## src/design/gbts_pkg.sv

```systemverilog
// ----------------------------------------------------------------------------
// gbts_pkg
// shared constants, field layout and codes of the gap buffer text store
// ----------------------------------------------------------------------------
package gbts_pkg;

  localparam int BUF_SIZE_DEF = 256;

  // field widths
  localparam int CMD_W  = 2;
  localparam int CHAR_W = 8;
  localparam int DIST_W = 10;
  localparam int IDX_W  = 8;
  localparam int STAT_W = 2;
  localparam int CUR_W  = 9;
  localparam int LEN_W  = 9;

  // stream data layout
  localparam int IN_DATA_W   = 32;
  localparam int IN_CHAR_LSB = 0;
  localparam int IN_DIST_LSB = 8;
  localparam int IN_IDX_LSB  = 18;

  localparam int OUT_DATA_W    = 40;
  localparam int OUT_STAT_LSB  = 0;
  localparam int OUT_DIST_LSB  = 2;
  localparam int OUT_CHAR_LSB  = 12;
  localparam int OUT_CUR_LSB   = 20;
  localparam int OUT_LEN_LSB   = 29;
  localparam int OUT_USED_W    = 38;

  typedef enum logic [CMD_W-1:0] {
    CMD_INSERT = 2'd0,
    CMD_DELETE = 2'd1,
    CMD_MOVE   = 2'd2,
    CMD_READ   = 2'd3
  } cmd_t;

  typedef enum logic [STAT_W-1:0] {
    ST_OK    = 2'd0,
    ST_FULL  = 2'd1,
    ST_RANGE = 2'd2
  } status_t;

endpackage

```

## src/design/gbts_ram.sv

```systemverilog
// ----------------------------------------------------------------------------
// gbts_ram
// simple dual-port ram: one write port, one read port with registered data
// ----------------------------------------------------------------------------
module gbts_ram #(
  parameter int WIDTH = gbts_pkg::CHAR_W,
  parameter int DEPTH = gbts_pkg::BUF_SIZE_DEF,
  localparam int AW   = $clog2(DEPTH)
) (
  input  logic             clk,
  input  logic             wr_en,
  input  logic [AW-1:0]    wr_addr,
  input  logic [WIDTH-1:0] wr_data,
  input  logic [AW-1:0]    rd_addr,
  output logic [WIDTH-1:0] rd_data
);

  logic [WIDTH-1:0] mem_r [DEPTH];
  logic [WIDTH-1:0] rd_data_r;

  always_ff @(posedge clk) begin
    if (wr_en) begin
      mem_r[wr_addr] <= wr_data;
    end
    rd_data_r <= mem_r[rd_addr];
  end

  assign rd_data = rd_data_r;

endmodule

```

## src/design/gap_buffer_text_store_core.sv

```systemverilog
// insert, delete and an out-of-range read go from idle straight to the emit state
// a read in range passes through the read wait state, as the ram read data is registered
// a cursor move passes through the move state, which copies n bytes, n the clamped distance:
// the copy engine moves one byte per cycle through the single ram read and write port
// one request at a time; the next is taken once the result sits in the output register
// synchronous active-low reset: empty text, cursor 0; ram contents are not cleared
// ----------------------------------------------------------------------------
// gap_buffer_text_store_core
// fixed-size gap buffer of bytes with insert, delete, cursor move and read
// ----------------------------------------------------------------------------
module gap_buffer_text_store_core #(
  parameter int BUF_SIZE = gbts_pkg::BUF_SIZE_DEF
) (
  input  logic                             clk,
  input  logic                             rst_n,
  input  logic                             in_tvalid,
  output logic                             in_tready,
  // char_in[7:0], distance[17:8], read_index[25:18], zero pad
  input  logic [gbts_pkg::IN_DATA_W-1:0]   in_tdata,
  // cmd[1:0]
  input  logic [gbts_pkg::CMD_W-1:0]       in_tuser,
  output logic                             out_tvalid,
  input  logic                             out_tready,
  // status[1:0], applied_distance[11:2], char_out[19:12], cursor[28:20],
  // text_length[37:29], zero pad
  output logic [gbts_pkg::OUT_DATA_W-1:0]  out_tdata
);

  localparam int AW = $clog2(BUF_SIZE);
  localparam int PW = $clog2(BUF_SIZE + 1);
  localparam int SW = ((PW + 1 > gbts_pkg::DIST_W) ? PW + 1 : gbts_pkg::DIST_W) + 1;
  localparam int XW = PW + gbts_pkg::IDX_W;

  typedef enum logic [1:0] {
    S_IDLE,
    S_RDWAIT,
    S_MOVE,
    S_EMIT
  } state_t;

  state_t                          state_r;
  logic [PW-1:0]                   gs_r;
  logic [PW-1:0]                   gst_r;
  gbts_pkg::status_t               res_status_r;
  logic [gbts_pkg::DIST_W-1:0]     res_dist_r;
  logic [gbts_pkg::CHAR_W-1:0]     res_char_r;
  logic                            cp_fwd_r;
  logic [PW-1:0]                   cp_cnt_r;
  logic [AW-1:0]                   cp_rd_r;
  logic [AW-1:0]                   cp_wr_r;
  logic                            cp_pend_r;
  logic                            out_tvalid_r;
  logic [gbts_pkg::OUT_DATA_W-1:0] out_data_r;

  gbts_pkg::cmd_t                  cmd;
  logic [gbts_pkg::CHAR_W-1:0]     char_in;
  logic signed [gbts_pkg::DIST_W-1:0] dist_in;
  logic [gbts_pkg::IDX_W-1:0]      idx_in;
  logic                            in_acc;
  logic                            out_free;

  logic [PW-1:0]                   gap_len;
  logic [PW-1:0]                   text_len;
  logic                            full;
  logic [PW-1:0]                   gs_dec;
  logic [PW-1:0]                   gst_dec;

  logic signed [SW-1:0]            start_s;
  logic signed [SW-1:0]            stop_s;
  logic signed [SW-1:0]            dist_s;
  logic signed [SW-1:0]            buf_s;
  logic signed [SW-1:0]            sum_lo;
  logic signed [SW-1:0]            sum_hi;
  logic signed [SW-1:0]            clamp_s;
  logic signed [SW-1:0]            mag_s;

  logic [XW-1:0]                   idx_x;
  logic                            beyond;
  logic [XW-1:0]                   raddr_x;

  logic                            ram_we;
  logic [AW-1:0]                   ram_waddr;
  logic [gbts_pkg::CHAR_W-1:0]     ram_wdata;
  logic [AW-1:0]                   ram_raddr;
  logic [gbts_pkg::CHAR_W-1:0]     ram_rdata;

  logic [gbts_pkg::OUT_DATA_W-1:0] out_pack;

  assign cmd     = gbts_pkg::cmd_t'(in_tuser);
  assign char_in = in_tdata[gbts_pkg::IN_CHAR_LSB +: gbts_pkg::CHAR_W];
  assign dist_in = signed'(in_tdata[gbts_pkg::IN_DIST_LSB +: gbts_pkg::DIST_W]);
  assign idx_in  = in_tdata[gbts_pkg::IN_IDX_LSB +: gbts_pkg::IDX_W];

  assign in_tready = (state_r == S_IDLE);
  assign in_acc    = in_tvalid && in_tready;
  assign out_free  = !out_tvalid_r || out_tready;

  assign gap_len  = gst_r - gs_r;
  assign text_len = PW'(BUF_SIZE) - gap_len;
  // full when one free slot or fewer remains
  assign full     = ({1'b0, gs_r} + 1'b1) >= {1'b0, gst_r};
  assign gs_dec   = gs_r - 1'b1;
  assign gst_dec  = gst_r - 1'b1;

  // cursor move clamp
  always_comb begin
    start_s = signed'(SW'(gs_r));
    stop_s  = signed'(SW'(gst_r));
    dist_s  = SW'(dist_in);
    buf_s   = signed'(SW'(BUF_SIZE));
    sum_lo  = start_s + dist_s;
    sum_hi  = stop_s + dist_s;
    if (dist_s == '0) begin
      clamp_s = '0;
    end else if (sum_lo < 0) begin
      clamp_s = -start_s;
    end else if (sum_hi >= buf_s) begin
      clamp_s = buf_s - stop_s;
    end else begin
      clamp_s = dist_s;
    end
    mag_s = clamp_s[SW-1] ? -clamp_s : clamp_s;
  end

  // logical position to store slot
  always_comb begin
    idx_x   = XW'(idx_in);
    beyond  = idx_x >= XW'(text_len);
    raddr_x = (idx_x < XW'(gs_r)) ? idx_x : idx_x + XW'(gap_len);
  end

  // ram port steering: idle serves commands, move state serves the copy engine
  always_comb begin
    ram_we    = 1'b0;
    ram_waddr = gs_r[AW-1:0];
    ram_wdata = char_in;
    ram_raddr = raddr_x[AW-1:0];
    if (state_r == S_IDLE) begin
      ram_we = in_acc && (cmd == gbts_pkg::CMD_INSERT) && !full;
    end else begin
      ram_raddr = cp_rd_r;
      ram_waddr = cp_wr_r;
      ram_wdata = ram_rdata;
      ram_we    = (state_r == S_MOVE) && cp_pend_r;
    end
  end

  always_comb begin
    out_pack = '0;
    out_pack[gbts_pkg::OUT_STAT_LSB +: gbts_pkg::STAT_W] = res_status_r;
    out_pack[gbts_pkg::OUT_DIST_LSB +: gbts_pkg::DIST_W] = res_dist_r;
    out_pack[gbts_pkg::OUT_CHAR_LSB +: gbts_pkg::CHAR_W] = res_char_r;
    out_pack[gbts_pkg::OUT_CUR_LSB +: gbts_pkg::CUR_W]   = gbts_pkg::CUR_W'(gs_r);
    out_pack[gbts_pkg::OUT_LEN_LSB +: gbts_pkg::LEN_W]   = gbts_pkg::LEN_W'(text_len);
  end

  gbts_ram #(
    .WIDTH (gbts_pkg::CHAR_W),
    .DEPTH (BUF_SIZE)
  ) u_store (
    .clk     (clk),
    .wr_en   (ram_we),
    .wr_addr (ram_waddr),
    .wr_data (ram_wdata),
    .rd_addr (ram_raddr),
    .rd_data (ram_rdata)
  );

  always_ff @(posedge clk) begin
    if (!rst_n) begin
      state_r      <= S_IDLE;
      gs_r         <= '0;
      gst_r        <= PW'(BUF_SIZE);
      cp_pend_r    <= 1'b0;
      cp_cnt_r     <= '0;
      out_tvalid_r <= 1'b0;
    end else begin
      if ((state_r == S_EMIT) && out_free) begin
        out_tvalid_r <= 1'b1;
      end else if (out_tready) begin
        out_tvalid_r <= 1'b0;
      end
      unique case (state_r)
        S_IDLE: begin
          if (in_acc) begin
            unique case (cmd)
              gbts_pkg::CMD_INSERT: begin
                res_dist_r <= '0;
                res_char_r <= '0;
                if (full) begin
                  res_status_r <= gbts_pkg::ST_FULL;
                end else begin
                  res_status_r <= gbts_pkg::ST_OK;
                  gs_r         <= gs_r + 1'b1;
                end
                state_r <= S_EMIT;
              end
              gbts_pkg::CMD_DELETE: begin
                res_status_r <= gbts_pkg::ST_OK;
                res_dist_r   <= '0;
                res_char_r   <= '0;
                if (gs_r != '0) begin
                  gs_r <= gs_dec;
                end
                state_r <= S_EMIT;
              end
              gbts_pkg::CMD_MOVE: begin
                res_status_r <= gbts_pkg::ST_OK;
                res_char_r   <= '0;
                res_dist_r   <= clamp_s[gbts_pkg::DIST_W-1:0];
                gs_r         <= gs_r + clamp_s[PW-1:0];
                gst_r        <= gst_r + clamp_s[PW-1:0];
                // forward copies ascending from gap end, backward descending into it
                cp_fwd_r     <= !clamp_s[SW-1];
                cp_cnt_r     <= mag_s[PW-1:0];
                cp_rd_r      <= clamp_s[SW-1] ? gs_dec[AW-1:0] : gst_r[AW-1:0];
                cp_wr_r      <= clamp_s[SW-1] ? gst_dec[AW-1:0] : gs_r[AW-1:0];
                cp_pend_r    <= 1'b0;
                state_r      <= S_MOVE;
              end
              gbts_pkg::CMD_READ: begin
                res_dist_r <= '0;
                res_char_r <= '0;
                if (beyond) begin
                  res_status_r <= gbts_pkg::ST_RANGE;
                  state_r      <= S_EMIT;
                end else begin
                  res_status_r <= gbts_pkg::ST_OK;
                  state_r      <= S_RDWAIT;
                end
              end
            endcase
          end
        end
        S_RDWAIT: begin
          res_char_r <= ram_rdata;
          state_r    <= S_EMIT;
        end
        S_MOVE: begin
          // read issued here lands in the write of the next cycle
          if (cp_cnt_r != '0) begin
            cp_cnt_r  <= cp_cnt_r - 1'b1;
            cp_rd_r   <= cp_fwd_r ? cp_rd_r + 1'b1 : cp_rd_r - 1'b1;
            cp_pend_r <= 1'b1;
          end else begin
            cp_pend_r <= 1'b0;
          end
          if (cp_pend_r) begin
            cp_wr_r <= cp_fwd_r ? cp_wr_r + 1'b1 : cp_wr_r - 1'b1;
          end
          if ((cp_cnt_r == '0) && !cp_pend_r) begin
            state_r <= S_EMIT;
          end
        end
        S_EMIT: begin
          if (out_free) begin
            out_data_r <= out_pack;
            state_r    <= S_IDLE;
          end
        end
        default: begin
          state_r <= S_IDLE;
        end
      endcase
    end
  end

  assign out_tvalid = out_tvalid_r;
  assign out_tdata  = out_data_r;

endmodule

```

## config.mk

```make
export PLATFORM = sky130hd
export DESIGN_NAME = gap_buffer_text_store_core
export DESIGN_NICKNAME = d
export VERILOG_FILES = /design/src/design/gbts_pkg.sv /design/src/design/gbts_ram.sv /design/src/design/gap_buffer_text_store_core.sv
export SDC_FILE = /design/constraint.sdc
export NUM_CORES = 2
export LEC_CHECK = 0
export ABC_AREA = 1
export BUFFER_PORTS_ARGS = -buffer_cell sky130_fd_sc_hd__buf_2
export CAP_MARGIN = 10
export CELL_PAD_IN_SITES_DETAIL_PLACEMENT = 1
export CELL_PAD_IN_SITES_GLOBAL_PLACEMENT = 1
export CORE_MARGIN = 2
export CORE_UTILIZATION = 30
export CTS_CLUSTER_DIAMETER = 40
export CTS_CLUSTER_SIZE = 8
export DETAILED_ROUTE_END_ITERATION = 16
export HOLD_SLACK_MARGIN = 0.08
export PLACE_DENSITY_LB_ADDON = 0.1
export SLEW_MARGIN = 20
export SYNTH_ARGS = -nofsm -noshare
export SYNTH_HDL_FRONTEND = slang
export SYNTH_SLANG_ARGS = --single-unit
```

## constraint.sdc

```tcl
create_clock -name clk -period 6.42 [get_ports clk]
set_clock_uncertainty 0.2 [all_clocks]
set_input_delay 1.284 -clock clk [delete_from_list [all_inputs] [get_ports clk]]
set_output_delay 1.284 -clock clk [all_outputs]
set_load 0.1 [all_outputs]
```

==> impl_metrics.tcl <==
set metrics [dict create \
    status "finished clean" \
    syn_avg_cell_area_um2 10.70 \
    arrival_ns 6.39 \
    layout-drive-gt1-share 0.1026 \
    cts_buffers 430 \
    grt_pass1_vias 71840 \
    drtIter0Drc 4580 \
    detail-route-antenna-nets 0 \
    cts.clk_slew.worst_paths_ns 0.05 \
    rsz0062_at_grt "false" \
    grt_usage 0.2027 \
    num_rows 210 \
    nets 9518 \
    drv_cap 0 \
    port_buffers 71 \
    synth_area_um2 98730 \
    synth-edff-count 2123 \
    dp.final_hpwl_um 202000 \
    power_density_nw_per_um2 608.8 \
    cts_tree "yes" \
    drtPass1Iterations 6 \
    fillers 35740 \
    routed.top_layer "met5" \
    core_um2 327400 \
    grt_pass1_wl_um 499900 \
    grt_max_degree 145 \
    synth_top_area_frac 0.6457 \
    fp.dieArea_um2 333700 \
    die_y_um 577.7 \
    ys_types 55 \
    crit_type "flip-flop to flip-flop" \
    ctsHtreeMaxLevel 5 \
    cts_setup_buffers 0 \
    maxSlewHeadroom 0.2471 \
    timing.setup.tns_ns 0 \
    min_period_over_period 0.8878 \
    globalRouteOverflowTotal 0 \
    yosysTopAreaCell "edfxtp_1" \
    met3_length_um 13860 \
    wl_met2_um 163400 \
    drv_slew 0 \
    cts-root-buf "clkbuf_16" \
    start_util 0.3016 \
    synth_area_leaders "edfxtp_1 65%, nand3_1 9.5%, nand2_1 7.2%" \
    hold_viol 0 \
    crit_path_end_kind "flip-flop" \
    start_kind "flip-flop" \
    die_w_um 577.7 \
    via_count 68930 \
    period_needed_ns 5.700 \
    post-synth-top-count-cell "edfxtp_1" \
    whs_ns 0.2113 \
    clk_latency_ns 0.94 \
    cp.required_ns 7.11 \
    min_path_type "flip-flop to flip-flop" \
    ir_drop_uv 551.7 \
    yosys_register_bits 2162 \
    io_pins 80 \
    gp_congestion 0.7957 \
    max_freq_ghz 0.1754 \
    wl_um 343100 \
    finalSetupViolations 0 \
    hold_buffers 0 \
    cts_sinks 2162 \
    finish.utilization 0.3611 \
    cts_resized 0 \
    tightest_slew_ns 1.127 \
    m1WireLength_um 157000 \
    ys_warn_count 0 \
    synth_flop_cell "edfxtp_1" \
    wl_per_cell_um 24.38 \
    synth_common_cells "2,123 x edfxtp_1, 1,886 x nand2_1, 1,880 x nand3_1, 1,201 x inv_1, 582 x nand3b_1" \
    leakage_nw 45.99 \
    crit_fanout 48 \
    viasPerCell 4.898 \
    synthCells 9223 \
    area.sequential_um2 64530 \
    drc 0 \
    cts.path.max_buffers 4 \
    ys_seq_area_frac 0.6536 \
    multiInputGateArea_um2 26690 \
    antenna_found_initial 11 \
    synthArstFlopShare 0 \
    syn_to_final_growth_pct 19.76 \
]
==> layout by cell type (no fill, tap or decap), drive strengths merged, types with 95 or more instances in the layout <==
cell       n
a21oi    100
buf      299
clkbuf   494
clkinv   200
edfxtp  2123
ha        95
inv     1217
nand2   1890
nand3   1884
nand3b   582
nor2     384
o211ai   119
==> final timing paths <==
path	depth (start not counted)	endpoint	start	slack, ns
max reg2reg	21	u_store.rd_data[7]	gst_r[0]	0.72
min reg2reg	0	out_tdata[5]	res_dist_r[3]	0.21
min	0	out_tdata[5]	res_dist_r[3]	0.21
max	21	u_store.rd_data[7]	gst_r[0]	0.72
==> layer usage <==
metal / up-vias / GRT usage
li1: 31960 / -
met5: - / 0
met4: 6 / 0.05415
met1: 35160 / 0.2751
met2: 1321 / 0.3391
met3: 480 / 0.02745
==> state kept, by name (all words and copies together), names as in the netlist <==
register / cells
out_tdata: 38
res_status_r: 2
u_store.mem_r: 2048
cp_rd_r: 8
u_store.rd_data: 8
cp_cnt_r: 9
gs_r: 9
cp_fwd_r: 1
gst_r: 9
cp_wr_r: 8
state_r: 2
out_tvalid: 1
cp_pend_r: 1
res_char_r: 8
res_dist_r: 10
==> critical path: stages, from the launching register on <==
cell and delay [ns]:
dfxtp_1 0.51, inv_1 0.30, ha_1 0.27, inv_1 0.08, fa_1 0.50, inv_1 0.16, fa_1 0.42, inv_1 0.07
nand2_1 0.06, nand3_2 0.12, nand2_8 0.32, inv_8 0.53, buf_12 0.30, buf_4 0.38, o211ai_1 0.16, nand3_1 0.09
nand3_1 0.17, nand3_1 0.24, nand3_1 0.28, nand3_1 0.22, nand3_1 0.08, nand2_1 0.08
==> power by group <==
group | leakage (nW) | switching [mW] | internal [mW]
Sequential | 19.5 | 0.179 | 18.3
Clock | 6.90 | 7.55 | 14.4
Combinational | 19.6 | 24.0 | 7.58
==> cell type report <==
class,count,share of cell area
sequential,2162,0.5458
multi-input combinational,5273,0.2258
clock buffer,494,0.09358
tap,4346,0.04599
inverter,1212,0.03873
clock inverter,283,0.02627
timing repair buffer,299,0.02383
antenna,2,0.00004233
==> metrics by stage <==
stage                     worst slack [ns]  power, mW  instance area (um^2)  std cells
after floorplan                    0.07163      37.72                 98730       9224
after global placement              0.5383      50.57                104100      13290
after detailed placement            0.6086      50.86                104100      13290
after CTS                           0.6151      73.12                118200      14070
after global routing                0.5446      75.94                118200      14070
final                               0.7202      71.98                118200      14070
==> cell families (layout without fill, tap and decap cells) <==
group / Yosys count / after routing / synth area share
and+or+nand+nor: 4786 / 4786 / 0.2297
DFF: 2162 / 2162 / 0.6536
buffers and inverters: 1789 / 2288 / 0.07799
AOI/OAI and AO/OA: 335 / 335 / 0.02092
adders and majority gates: 102 / 102 / 0.01346
xor gates and xnor gates: 47 / 47 / 0.004169
other: 1 / 4 / 0.00003798
muxes: 1 / 1 / 0.0001014
Power figures use the tool's default switching activity.
